<file path="config.mk">
export PLATFORM = sky130hd
export DESIGN_NAME = json_string_escaper_core_flat
export DESIGN_NICKNAME = d
export VERILOG_FILES = /design/src/rtl/jse_pkg.sv /design/src/rtl/jse_cfg_if.sv /design/src/rtl/jse_in_if.sv /design/src/rtl/jse_out_if.sv /design/src/rtl/jse_escape_enc.sv /design/src/rtl/jse_emitter.sv /design/src/rtl/json_string_escaper_core.sv /design/src/flat_wrapper.sv
export SDC_FILE = /design/constraint.sdc
export NUM_CORES = 1
export LEC_CHECK = 0
export BUFFER_PORTS_ARGS = -buffer_cell sky130_fd_sc_hd__buf_4
export CAP_MARGIN = 20
export CORE_ASPECT_RATIO = 1.5
export CORE_MARGIN = 5
export CORE_UTILIZATION = 64
export DETAILED_ROUTE_END_ITERATION = 8
export PLACE_DENSITY_LB_ADDON = 0.25
export SLEW_MARGIN = 20
export SYNTH_ARGS = -nofsm -noshare
export SYNTH_HDL_FRONTEND = slang
export SYNTH_SLANG_ARGS = --single-unit
export TNS_END_PERCENT = 100
</file>
<file path="constraint.sdc">
create_clock -name clk_i -period 9.25 [get_ports clk_i]
set_input_delay 0.4625 -clock clk_i [delete_from_list [all_inputs] [get_ports clk_i]]
set_output_delay 0.4625 -clock clk_i [all_outputs]
set_load 0.1 [all_outputs]
</file>
<file path="src/rtl/jse_pkg.sv">
// jse_pkg: shared types and character constants of the json string escaper
// no dependencies; used by the interfaces and all rtl modules

package jse_pkg;

  localparam int unsigned CHAR_W = 8;
  localparam int unsigned LEN_W  = 16;
  localparam int unsigned ESC_MAX = 6;
  localparam int unsigned CNT_W  = $clog2(ESC_MAX + 1);

  typedef logic [CHAR_W-1:0] char_t;
  typedef logic [LEN_W-1:0]  len_t;
  typedef logic [CNT_W-1:0]  cnt_t;

  // characters used by the escapes
  localparam char_t CH_NUL    = 8'h00;
  localparam char_t CH_BS     = 8'h08;
  localparam char_t CH_TAB    = 8'h09;
  localparam char_t CH_LF     = 8'h0A;
  localparam char_t CH_FF     = 8'h0C;
  localparam char_t CH_CR     = 8'h0D;
  localparam char_t CH_QUOTE  = 8'h22;
  localparam char_t CH_BSLASH = 8'h5C;
  localparam char_t CH_ZERO   = 8'h30;
  localparam char_t CH_LOW_A  = 8'h61;
  localparam char_t CH_LOW_B  = 8'h62;
  localparam char_t CH_LOW_F  = 8'h66;
  localparam char_t CH_LOW_N  = 8'h6E;
  localparam char_t CH_LOW_R  = 8'h72;
  localparam char_t CH_LOW_T  = 8'h74;
  localparam char_t CH_LOW_U  = 8'h75;
  localparam char_t CTRL_LIMIT = 8'h20;

  localparam len_t BUF_SIZE_RST = 16'd256;

  // one escape: characters in emission order, seq[0] first
  typedef struct packed {
    char_t [ESC_MAX-1:0] seq;
    cnt_t                n;
  } esc_t;

  // request from the budget stage to the emitter
  typedef struct packed {
    logic valid;
    esc_t esc;
    logic is_end;
    len_t total_len;
  } load_t;

endpackage

</file>
<file path="src/rtl/jse_cfg_if.sv">
// jse_cfg_if: configuration write channel carrying the buffer size
// depends on jse_pkg

interface jse_cfg_if;
  logic          valid;
  logic          ready;
  jse_pkg::len_t buffer_size;

  modport source(output valid, output buffer_size, input ready);
  modport sink(input valid, input buffer_size, output ready);
endinterface

</file>
<file path="src/rtl/jse_in_if.sv">
// jse_in_if: input channel, one string byte per request
// depends on jse_pkg

interface jse_in_if;
  logic           valid;
  logic           ready;
  jse_pkg::char_t in_char;

  modport source(output valid, output in_char, input ready);
  modport sink(input valid, input in_char, output ready);
endinterface

</file>
<file path="src/rtl/jse_out_if.sv">
// jse_out_if: output channel, one escaped character per request
// depends on jse_pkg

interface jse_out_if;
  logic           valid;
  logic           ready;
  jse_pkg::char_t out_char;
  logic           is_end;
  jse_pkg::len_t  total_length;
  logic           last_of_run;

  modport source(output valid, output out_char, output is_end,
                 output total_length, output last_of_run, input ready);
  modport sink(input valid, input out_char, input is_end,
               input total_length, input last_of_run, output ready);
endinterface

</file>
<file path="src/rtl/jse_escape_enc.sv">
// jse_escape_enc: maps one byte to its json escape sequence and length
// depends on jse_pkg

module jse_escape_enc (
  input  jse_pkg::char_t char_i,
  output jse_pkg::esc_t  esc_o
);
  import jse_pkg::*;

  function automatic char_t hex_digit(input logic [3:0] v);
    if (v < 4'd10) begin
      hex_digit = CH_ZERO + {4'd0, v};
    end else begin
      hex_digit = CH_LOW_A + {4'd0, v - 4'd10};
    end
  endfunction

  // escape table
  always_comb begin
    esc_o.seq    = '0;
    esc_o.n      = cnt_t'(2);
    esc_o.seq[0] = CH_BSLASH;
    case (char_i)
      CH_QUOTE:  esc_o.seq[1] = CH_QUOTE;
      CH_BSLASH: esc_o.seq[1] = CH_BSLASH;
      CH_BS:     esc_o.seq[1] = CH_LOW_B;
      CH_FF:     esc_o.seq[1] = CH_LOW_F;
      CH_LF:     esc_o.seq[1] = CH_LOW_N;
      CH_CR:     esc_o.seq[1] = CH_LOW_R;
      CH_TAB:    esc_o.seq[1] = CH_LOW_T;
      default: begin
        if (char_i < CTRL_LIMIT) begin
          // other control bytes as \u00xx
          esc_o.seq[1] = CH_LOW_U;
          esc_o.seq[2] = CH_ZERO;
          esc_o.seq[3] = CH_ZERO;
          esc_o.seq[4] = hex_digit(char_i[7:4]);
          esc_o.seq[5] = hex_digit(char_i[3:0]);
          esc_o.n      = cnt_t'(ESC_MAX);
        end else begin
          esc_o.seq[0] = char_i;
          esc_o.n      = cnt_t'(1);
        end
      end
    endcase
  end

endmodule

</file>
<file path="src/rtl/jse_emitter.sv">
// jse_emitter: holds one escape and sends it out a character per cycle while the output is ready
// depends on jse_pkg and jse_out_if

module jse_emitter (
  input  logic           clk_i,
  input  logic           rst_ni,
  input  jse_pkg::load_t load_i,
  output logic           free_o,
  jse_out_if.source      out_o
);
  import jse_pkg::*;

  logic                active_q, active_d;
  char_t [ESC_MAX-1:0] seq_q, seq_d;
  cnt_t                n_q, n_d;
  cnt_t                idx_q, idx_d;
  logic                end_q, end_d;
  len_t                len_q, len_d;
  logic                last;

  assign last   = (idx_q == n_q - cnt_t'(1));
  assign free_o = !active_q || (out_o.ready && last);

  // sequence control
  always_comb begin
    active_d = active_q;
    seq_d    = seq_q;
    n_d      = n_q;
    idx_d    = idx_q;
    end_d    = end_q;
    len_d    = len_q;
    if (free_o && load_i.valid) begin
      active_d = 1'b1;
      seq_d    = load_i.esc.seq;
      n_d      = load_i.esc.n;
      idx_d    = '0;
      end_d    = load_i.is_end;
      len_d    = load_i.is_end ? load_i.total_len : '0;
    end else if (active_q && out_o.ready) begin
      if (last) begin
        active_d = 1'b0;
      end else begin
        idx_d = idx_q + cnt_t'(1);
      end
    end
  end

  always_ff @(posedge clk_i or negedge rst_ni) begin
    if (!rst_ni) begin
      active_q <= 1'b0;
      idx_q    <= '0;
      n_q      <= cnt_t'(1);
    end else begin
      active_q <= active_d;
      idx_q    <= idx_d;
      n_q      <= n_d;
    end
  end

  always_ff @(posedge clk_i) begin
    seq_q <= seq_d;
    end_q <= end_d;
    len_q <= len_d;
  end

  // output request
  assign out_o.valid        = active_q;
  assign out_o.out_char     = seq_q[idx_q];
  assign out_o.is_end       = end_q;
  assign out_o.total_length = len_q;
  assign out_o.last_of_run  = last;

endmodule

</file>
<file path="src/rtl/json_string_escaper_core.sv">
// JSON string escaper. Each input request carries one string byte; each
// output request carries one character of its escape. A plain byte gives
// one character, a two-character escape two and a \u00xx escape six, sent
// one per cycle by the emitter while the output is ready; a zero byte gives
// one terminator with the length, and a dropped byte needs no emitter slot.
// A byte passes the input register, then the emitter registers, before its
// first character. The input register holds the next byte while the emitter
// drains a longer escape, so plain text runs at one byte per cycle while the
// output is ready. The user must write buffer_size through the configuration
// channel only while the block is idle; the block does not enforce this.
// depends on jse_pkg, the channel interfaces, jse_escape_enc and jse_emitter

module json_string_escaper_core (
  input  logic    clk_i,
  input  logic    rst_ni,
  jse_cfg_if.sink cfg_i,
  jse_in_if.sink  in_i,
  jse_out_if.source out_o
);
  import jse_pkg::*;

  len_t          buf_size_q;
  logic          in_vld_q, in_vld_d;
  char_t         in_char_q;
  len_t          wr_cnt_q, wr_cnt_d;
  logic          stopped_q, stopped_d;
  esc_t          enc;
  load_t         load;
  logic          free;
  logic          is_zero;
  len_t          budget;
  logic [LEN_W:0] need;
  logic          fits;
  logic          emit;
  logic          take;

  // configuration register
  assign cfg_i.ready = 1'b1;

  always_ff @(posedge clk_i or negedge rst_ni) begin
    if (!rst_ni) begin
      buf_size_q <= BUF_SIZE_RST;
    end else if (cfg_i.valid) begin
      buf_size_q <= cfg_i.buffer_size;
    end
  end

  // input register
  assign in_i.ready = !in_vld_q || take;

  always_comb begin
    in_vld_d = in_vld_q;
    if (in_i.valid && in_i.ready) begin
      in_vld_d = 1'b1;
    end else if (take) begin
      in_vld_d = 1'b0;
    end
  end

  always_ff @(posedge clk_i or negedge rst_ni) begin
    if (!rst_ni) begin
      in_vld_q <= 1'b0;
    end else begin
      in_vld_q <= in_vld_d;
    end
  end

  always_ff @(posedge clk_i) begin
    if (in_i.valid && in_i.ready) begin
      in_char_q <= in_i.in_char;
    end
  end

  jse_escape_enc u_enc (
    .char_i (in_char_q),
    .esc_o  (enc)
  );

  // budget check: the whole escape must fit in buffer_size - 1
  assign is_zero = (in_char_q == CH_NUL);
  assign budget  = (buf_size_q == '0) ? '0 : buf_size_q - len_t'(1);
  assign need    = {1'b0, wr_cnt_q} + {{(LEN_W + 1 - CNT_W){1'b0}}, enc.n};
  assign fits    = (need <= {1'b0, budget});
  assign emit    = is_zero || (!stopped_q && fits);

  // a dropped byte needs no emitter slot
  assign take = in_vld_q && (!emit || free);

  always_comb begin
    wr_cnt_d  = wr_cnt_q;
    stopped_d = stopped_q;
    if (take) begin
      if (is_zero) begin
        wr_cnt_d  = '0;
        stopped_d = 1'b0;
      end else if (!stopped_q) begin
        if (fits) begin
          wr_cnt_d = need[LEN_W-1:0];
        end else begin
          stopped_d = 1'b1;
        end
      end
    end
  end

  always_ff @(posedge clk_i or negedge rst_ni) begin
    if (!rst_ni) begin
      wr_cnt_q  <= '0;
      stopped_q <= 1'b0;
    end else begin
      wr_cnt_q  <= wr_cnt_d;
      stopped_q <= stopped_d;
    end
  end

  // emitter load request
  always_comb begin
    load.valid     = take && emit;
    load.esc       = enc;
    load.is_end    = is_zero;
    load.total_len = wr_cnt_q;
    if (is_zero) begin
      load.esc.seq    = '0;
      load.esc.seq[0] = CH_NUL;
      load.esc.n      = cnt_t'(1);
    end
  end

  jse_emitter u_emit (
    .clk_i  (clk_i),
    .rst_ni (rst_ni),
    .load_i (load),
    .free_o (free),
    .out_o  (out_o)
  );

endmodule

</file>
<file path="src/flat_wrapper.sv">
// flat-port wrapper written by rule: the top's interface ports become plain ports
module json_string_escaper_core_flat import jse_pkg::*;
  (clk_i, rst_ni, cfg_i_valid, cfg_i_buffer_size, cfg_i_ready, in_i_valid, in_i_in_char, in_i_ready, out_o_valid, out_o_out_char, out_o_is_end, out_o_total_length, out_o_last_of_run, out_o_ready);
  jse_cfg_if cfg_i_i ();
  jse_in_if in_i_i ();
  jse_out_if out_o_i ();
  input  logic clk_i;
  input  logic rst_ni;
  input wire logic [$bits(cfg_i_i.valid)-1:0] cfg_i_valid;
  input wire logic [$bits(cfg_i_i.buffer_size)-1:0] cfg_i_buffer_size;
  output wire logic [$bits(cfg_i_i.ready)-1:0] cfg_i_ready;
  input wire logic [$bits(in_i_i.valid)-1:0] in_i_valid;
  input wire logic [$bits(in_i_i.in_char)-1:0] in_i_in_char;
  output wire logic [$bits(in_i_i.ready)-1:0] in_i_ready;
  output wire logic [$bits(out_o_i.valid)-1:0] out_o_valid;
  output wire logic [$bits(out_o_i.out_char)-1:0] out_o_out_char;
  output wire logic [$bits(out_o_i.is_end)-1:0] out_o_is_end;
  output wire logic [$bits(out_o_i.total_length)-1:0] out_o_total_length;
  output wire logic [$bits(out_o_i.last_of_run)-1:0] out_o_last_of_run;
  input wire logic [$bits(out_o_i.ready)-1:0] out_o_ready;
  assign cfg_i_i.valid = cfg_i_valid;
  assign cfg_i_i.buffer_size = cfg_i_buffer_size;
  assign cfg_i_ready = cfg_i_i.ready;
  assign in_i_i.valid = in_i_valid;
  assign in_i_i.in_char = in_i_in_char;
  assign in_i_ready = in_i_i.ready;
  assign out_o_valid = out_o_i.valid;
  assign out_o_out_char = out_o_i.out_char;
  assign out_o_is_end = out_o_i.is_end;
  assign out_o_total_length = out_o_i.total_length;
  assign out_o_last_of_run = out_o_i.last_of_run;
  assign out_o_i.ready = out_o_ready;
  json_string_escaper_core u_core (.clk_i(clk_i), .rst_ni(rst_ni), .cfg_i(cfg_i_i), .in_i(in_i_i), .out_o(out_o_i));
endmodule
</file>
==> metrics.csv, run 1 <==
stage;metric;value;unit
run_status;outcome;finished, final reports clean;
floorplanning;io_pins;58;
hold_path;hold_class;in -> async;
placed_design;dp_slack;2883;ps
detailed_routing;dr.first_iter.drc_count;219;
placed_design;placedCellCount;640;
synthesis;ys.warnings.count;0;
detailed_routing;dr.pass1.iters;4;
global_routing;grt_max_degree;42;
power;leakagePower;2.662;nW
timing;report.final.slew_viol_count;0;
placed_design;gp_congestion;0.9902;
timing;grt_setup_unrepaired;false;
clock_tree;cts_tree;done;
setup_path;worstPathMaxFanout;36;
cells_and_area;layoutNonFillerInstCount;656;
cells_and_area;n_fill_cell;601;
global_routing;grt_pass1_wl;18.76;mm
detailed_routing;wirelength;11.39;mm
detailed_routing;routedWlPerCell;17.37;um
floorplanning;num_rows;41;
global_routing;antenna_found_initial;0;
timing;fin_crit_sh;69.51;%
timing;timing.hold.ws;92.27;ps
synthesis;synth_top_cell_area_share;29.90;%
global_routing;grt.total_usage;23.54;%
cells_and_area;antenna_cells;0;
synthesis;syn_avg_cell_area;11.00;um^2
clock_tree;htree_levels;3;
timing;clock_skew;6.465;ps
floorplanning;die_h;122.7;um
timing;fmax;0.1555;GHz
detailed_routing;drtAntennaViolNets;0;
synthesis;synth-seq-cells;95;
cells_and_area;utilization;73.81;%
clock_tree;clock-sinks;95;
synthesis;yosysUniqueCellTypes;60;
clock_tree;clk_pin_slew;60;ps
floorplanning;die-area;10450;um^2
floorplanning;start_util;64.85;%
power;power_density;233.9;nW/um^2
placed_design;port_buffers;56;
synthesis;ys_seq_area_share;48.87;%
detailed_routing;via_count;3804;
timing;finalHoldViolCount;0;
timing;setup_ws;2821;ps
cells_and_area;synthToLayoutAreaGrowth;13.82;%
clock_tree;cts_setup_buffers;0;
global_routing;grt-ovfl-total;0;
setup_path;crit_type;reg -> reg;
timing;finalSetupViolations;0;
setup_path;crit_arrival;6430;ps
synthesis;yosys.area.top_type;edfxtp_1;
detailed_routing;route.detailed.drc;0;
floorplanning;core_area;8362;um^2
timing;maxSlewHeadroom;32.96;%
synthesis;synthArstFlopShare;43.16;%
job;cap_viol_max_count;0;
synthesis;synth_area_leaders;edfxtp_1 (30%), dfrtp_1 (18%), ha_1 (7.2%);
synthesis;synth_area;5423;um^2
timing;worstMarginPinSlew;1006;ps
synthesis;synth_edf_count;54;
power;ir_drop;0.1353;mV
timing;min_period;6429;ps
clock_tree;cts_resized;0;
clock_tree;cts_hold_buffers;0;
clock_tree;cts_root_buffer;clkbuf_16;
detailed_routing;viasPerCell;5.799;
clock_tree;cts_inserted_buffers;9;
cells_and_area;nets;605;
setup_path;required;9250;ps
setup_path;critPathCaptureType;flop;
synthesis;ys.flop_type;edfxtp_1;
clock_tree;clock_latency;350;ps
global_routing;grt_pass1_vias;3943;
clock_tree;clk_path_buf_depth;2;
floorplanning;die_x;85.16;um
timing;setup_tns;0;ps
synthesis;syn_inst;493;
cells_and_area;layout-drive-gt1-share;20.04;%
placed_design;hpwl;8.415;mm
setup_path;startpoint_type;flop;
==> per-stage QoR <==
| step | total power, mW | area [um^2] |
|---|---|---|
| 2_1_floorplan | 0.9683 | 5434 |
| 3_3_place_gp | 1.084 | 5887 |
| 3_5_place_dp | 1.097 | 5887 |
| 4_1_cts | 1.450 | 6172 |
| 5_1_grt | 1.520 | 6172 |
| 6_report | 1.444 | 6172 |
==> synth_stat cells, types with 3 or more instances <==
| cell | count |
|---|---|
| nor3_1 | 12 |
| nand3_1 | 13 |
| xor2_1 | 12 |
| o32ai_1 | 5 |
| edfxtp_1 | 54 |
| mux4_2 | 5 |
| o32ai_2 | 8 |
| nand2_1 | 42 |
| nor4_1 | 3 |
| buf_6 | 3 |
| ha_1 | 31 |
| nand2b_1 | 6 |
| dfrtp_1 | 39 |
| buf_1 | 4 |
| inv_1 | 49 |
| mux2_2 | 13 |
| a21o_1 | 4 |
| clkbuf_1 | 12 |
| nor2b_1 | 11 |
| or3_1 | 4 |
| and3_1 | 4 |
| a211oi_1 | 5 |
| xnor2_1 | 20 |
| a21oi_1 | 13 |
| a31oi_1 | 6 |
| nor2_1 | 38 |
| mux2i_1 | 10 |
| o21ai_0 | 11 |
| and2_1 | 8 |
| nand4_1 | 10 |
==> worst paths after layout <==
path                       slack [ps]                                     to                              from  depth (start not counted)
hold reg to reg                   550       u_core.u_emit.n_q[1]$_DFFE_PN0P_  u_core.u_emit.n_q[1]$_DFFE_PN0P_                          2
hold / removal                     90       u_core.buf_size_q[5]$_DFFE_PN0P_                            rst_ni                          1
setup reg to reg                 2820  u_core.u_emit.seq_q[43]$_SDFFCE_PP0P_     u_core.in_char_q[0]$_DFFE_PP_                         23
max in group asynchronous        8760       u_core.u_emit.n_q[0]$_DFFE_PN1P_                            rst_ni                          1
min in group clk_i                290          u_core.in_char_q[2]$_DFFE_PP_                   in_i_in_char[2]                          1
setup / recovery                 2820  u_core.u_emit.seq_q[43]$_SDFFCE_PP0P_     u_core.in_char_q[0]$_DFFE_PP_                         23
==> logic make-up after synthesis <==
kind of cell	Yosys count	share of synthesized area [%]
simple gates	163	15.18
flops	95	48.87
buf+inv	71	5.607
compound gates	69	10.45
xor+xnor	33	5.607
fa+ha+maj	32	7.522
mux	28	6.622
other cells	2	0.1385
==> power breakdown <==
group,switching (mW),leakage (nW),total [mW],internal [mW]
sequential,0.0615,0.951,0.553,0.492
combinational,0.346,1.58,0.535,0.189
clock,0.158,0.135,0.356,0.197
total,0.566,2.66,1.44,0.878
==> layout make-up <==
type	instances	area (um^2)	area share [%]
Timing Repair Buffer	58	435.4	7.055
Clock inverter	4	28.78	0.4662
Multi-Input combinational cell	330	2480	40.18
Tap cell	107	133.9	2.169
Clock buffer	12	256.5	4.156
Inverter	50	187.7	3.041
Sequential cell	95	2650	42.94
==> metal layers <==
layer / global-route usage (%) / vias to the layer above / part of all wire [%]
met5: 0 / - / 0
li1: - / 1836 / -
met2: 44.36 / 120 / 56
met4: 14.26 / 0 / 4.5
met1: 24.87 / 1811 / 36
met3: 2.216 / 37 / 3.9
==> worst max-delay path, cell delays in order (launching register included) <==
cell      delay, ps
edfxtp_1        390
inv_1           120
ha_1            230
nor2b_1         160
o21ai_0         230
and3_1          300
nand3b_1        260
inv_1           150
ha_1            180
inv_1            60
fa_1            390
nor2b_1         170
o21a_1          250
nand2_1          80
nor2_1          130
xnor2_1         180
inv_1            80
ha_1            330
a21o_1          200
a211o_1         290
a311oi_1        200
nand3_1         250
a31oi_4         880
buf_4           520
==> registers in the layout (all words and copies together), names as in the netlist <==
signal,flops
u_core.buf_size_q,16
u_core.in_char_q,8
u_core.u_emit.seq_q,29
u_core.u_emit.out_o.is_end,1
u_core.u_emit.out_o.valid,1
u_core.wr_cnt_q,16
u_core.u_emit.out_o.total_length,16
u_core.u_emit.n_q,3
u_core.u_emit.idx_q,3
u_core.stopped_q,1
u_core.in_vld_q,1
==> cell usage in the layout (no fill, tap or decap), types with 5 or more instances in the layout <==
cell	synthesis	final
buf_4	1	58
edfxtp_1	54	54
inv_1	49	49
nand2_1	42	42
dfrtp_1	39	39
nor2_1	38	38
ha_1	31	31
xnor2_1	20	20
a21oi_1	13	13
nand3_1	13	13
mux2_2	13	13
nor3_1	12	12
xor2_1	12	12
nor2b_1	11	11
o21ai_0	11	11
nand4_1	10	10
mux2i_1	10	10
clkbuf_16	0	9
and2_1	8	8
o32ai_2	8	8
nand2b_1	6	6
a31oi_1	6	6
mux4_2	5	5
a211oi_1	5	5
o32ai_1	5	5
conb_1	2	5
No activity file was read; power rests on OpenSTA's default activity.
==> inputs of run 2 (changes only) <==
CORE_UTILIZATION = 59   (was 64)
clock period = 6 ns   (was 9.25 ns; I/O delays follow)
==> run 2 against run 1 <==
Against the previous run: power up 62%; global-route usage is 0.10 points higher; first-iteration DRC count decreased by 37%; clock power increased by 77%; via count grew 1.7%; critical path type is now reg -> out; hold slack gained 37 ps; clock-buffer cell count decreased by 2; cell count rose by 1.5%; highest routed layer unchanged; largest power group is now combinational logic; combinational power grew 60%; non-clock buffer count rose by 5.
==> metrics.csv, run 2 (synthesized netlist as in run 1, its figures left out) <==
stage;metric;value;unit;change
run_status;outcome;finished, final reports clean;;
placed_design;hpwl;9.728;mm;+16%
timing;finalHoldViolCount;0;;unchanged
placed_design;port_buffers;56;;unchanged
setup_path;startpoint_type;flop;;
clock_tree;htree_levels;3;;unchanged
power;p_switching;900.7;uW;+59%
global_routing;grt.total_usage;23.64;%;+0.10 points
global_routing;grt_pass1_wl;20.05;mm;+6.9%
clock_tree;clk_path_buf_depth;2;;unchanged
floorplanning;start_util;59.29;%;-5.6 points
cells_and_area;antenna_cells;0;;unchanged
hold_path;hold_class;in -> reg;;
placed_design;dp_slack;430.2;ps;-2452 ps
clock_tree;cts_inserted_buffers;9;;unchanged
timing;setup_ws;337.7;ps;-2483 ps
floorplanning;io_pins;58;;unchanged
cells_and_area;synthToLayoutAreaGrowth;15.94;%;
global_routing;grt_pass1_vias;4025;;+2.1%
detailed_routing;routedWlPerCell;18.79;um;+8.2%
setup_path;crit_slowest_cell;or3_1;;
setup_path;crit_chain;inv_1 > ha_1 > and4bb_2 > o21ai_1 > and3_2 > nand3b_1 > buf_4 > ha_1 > a21o_1 > a21oi_1 > buf_4 > nor2b_1 > nand4_1 > xnor2_1 > inv_1 > ha_1 > nand4_1 > nor3_1 > a21oi_1 > or3_1 > nand3_2 > nand3_1 > buf_4;;
power;switching_share;38.51;%;-0.69 points
power;internal_power;1.439;mW;+64%
cells_and_area;largest_reg_flops;29;;unchanged
power;power_density;372.1;nW/um^2;+59%
cells_and_area;layout_commonest_cell;buf_4;;
setup_path;required;5700;ps;-3550 ps
timing;clock_skew;7.078;ps;+0.6124 ps
clock_tree;clk_pin_slew;70;ps;about the same
power;leakagePower;2.724;nW;+2.3%
detailed_routing;dr.first_iter.drc_count;139;;-37%
global_routing;grt_max_degree;55;;+31%
setup_path;worstPathMaxFanout;6;;-83%
setup_path;crit_arrival;5360;ps;-1070 ps
setup_path;rrSetupSlack;610;ps;-2210 ps
placed_design;dpl-instance-area;5928;um^2;+0.70%
power;seqPwrFrac;36.4;%;-1.9 points
detailed_routing;viasPerCell;5.809;;+0.18%
timing;maxSlewHeadroom;42.21;%;+9.3 points
cells_and_area;final_cell_mix;buf_4 (61), edfxtp_1 (54), inv_1 (49);;
power;ir_drop;0.2752;mV;+100%
global_routing;grt-ovfl-total;0;;unchanged
floorplanning;core_area;9146;um^2;+9.4%
timing;worstMarginPinSlew;861.5;ps;-144.1 ps
clock_tree;cts_tree;done;;
floorplanning;die_h;127.4;um;+3.8%
power;clkPwrFrac;27.0;%;+2.4 points
detailed_routing;dr.pass1.iters;5;;+1
clock_tree;clock_latency;340;ps;about the same
timing;min_period;5662;ps;
timing;fin_crit_sh;94.37;%;
timing;grt_setup_unrepaired;false;;
detailed_routing;drtAntennaViolNets;0;;unchanged
power;comb_power_share;36.6;%;-0.5 points
clock_tree;clock-sinks;95;;unchanged
detailed_routing;route.detailed.drc;0;;unchanged
floorplanning;num_rows;43;;+4.9%
timing;report.final.slew_viol_count;0;;unchanged
detailed_routing;via_count;3869;;+1.7%
clock_tree;cts_root_buffer;clkbuf_16;;
timing;finalSetupViolations;0;;unchanged
cells_and_area;nets;610;;+0.83%
cells_and_area;regMostFlops;u_core.u_emit.seq_q;;
cells_and_area;layout-drive-gt1-share;21.30;%;+1.3 points
job;cap_viol_max_count;0;;unchanged
floorplanning;die_x;88.28;um;+3.7%
setup_path;crit_type;reg -> out;;
timing;fmax;0.1766;GHz;
detailed_routing;wirelength;12.51;mm;+9.8%
setup_path;critPathCaptureType;output pin;;
timing;setup_tns;0;ps;unchanged
cells_and_area;fin_area;6287;um^2;+1.9%
global_routing;antenna_found_initial;0;;unchanged
setup_path;critPathMaxStageDelay;460;ps;-420 ps
floorplanning;die-area;11250;um^2;+7.6%
placed_design;gp_congestion;0.9127;;-7.8%
==> run 2: per-layer routing <==
| layer | vias to the layer above | global-route usage (%) | part of all wire, % |
|---|---|---|---|
| met5 | - | 0 | 0 |
| met4 | 0 | 10.77 | 4.3 |
| li1 | 1854 | - | - |
| met1 | 1886 | 22.74 | 33 |
| met2 | 90 | 46.63 | 60 |
| met3 | 39 | 3.871 | 3.2 |
==> run 2: final timing paths <==
path,start,to,cells past startpoint
setup / recovery,u_core.in_char_q[5]$_DFFE_PP_,in_i_ready,23
hold / removal,in_i_in_char[1],u_core.in_char_q[1]$_DFFE_PP_,1
setup reg to reg,u_core.in_char_q[5]$_DFFE_PP_,u_core.u_emit.out_o.total_length[11]$_SDFFCE_PN0P_,22
hold reg to reg,u_core.buf_size_q[10]$_DFFE_PN0P_,u_core.buf_size_q[10]$_DFFE_PN0P_,1
max in group asynchronous,rst_ni,u_core.u_emit.n_q[0]$_DFFE_PN1P_,2
min in group asynchronous,rst_ni,u_core.buf_size_q[14]$_DFFE_PN0P_,2
==> run 2: power groups by stage <==
stage / clock network, mW / registers (mW) / logic, mW
3_5_place_dp: 0 / 0.867 / 0.855
4_1_cts: 0.639 / 0.854 / 0.860
5_1_grt: 0.664 / 0.866 / 0.922
6_report: 0.631 / 0.852 / 0.856
2_1_floorplan: 0 / 0.827 / 0.666
3_3_place_gp: 0 / 0.864 / 0.831
==> run 2: stage by stage <==
| stage | power, mW | hold WS (ps) | instances | util [%] |
|---|---|---|---|---|
| floorplan | 1.493 | 4.409 | 496 | - |
| global placement | 1.695 | 316.1 | 648 | 64.82 |
| detailed placement | 1.722 | 319.7 | 648 | 64.82 |
| CTS | 2.353 | 120.5 | 665 | 68.52 |
| global route | 2.453 | 118.8 | 666 | 68.74 |
| finish | 2.339 | 129.6 | 666 | 68.74 |
==> run 2: repair_timing <==
item	CTS	global route
gates resized for setup	0	5
buffers inserted	0	1
hold buffers	1	0
hold endpoints to repair	39	0
endpoints found under the setup margin	0	51
==> run 2: layout make-up <==
class / instances / area (um^2)
clock buffer: 10 / 239.0
multi-input combinational: 330 / 2492
inverter: 50 / 187.7
sequential: 95 / 2650
timing repair buffer: 63 / 488.0
fill: 693 / 2859
tap: 112 / 140.1
clock inverter: 6 / 90.09
==> run 2: worst max-delay path, delay by kind of cell, from the launching register on <==
family                   cells  cell delay (ps)
adder cells (fa/ha/maj)      3              800
flip-flops                   1              400
AND/OR/NAND/NOR             10             2310
buffers and inverters        5              790
AO/OA/AOI/OAI                4              430
XOR/XNOR                     1              300
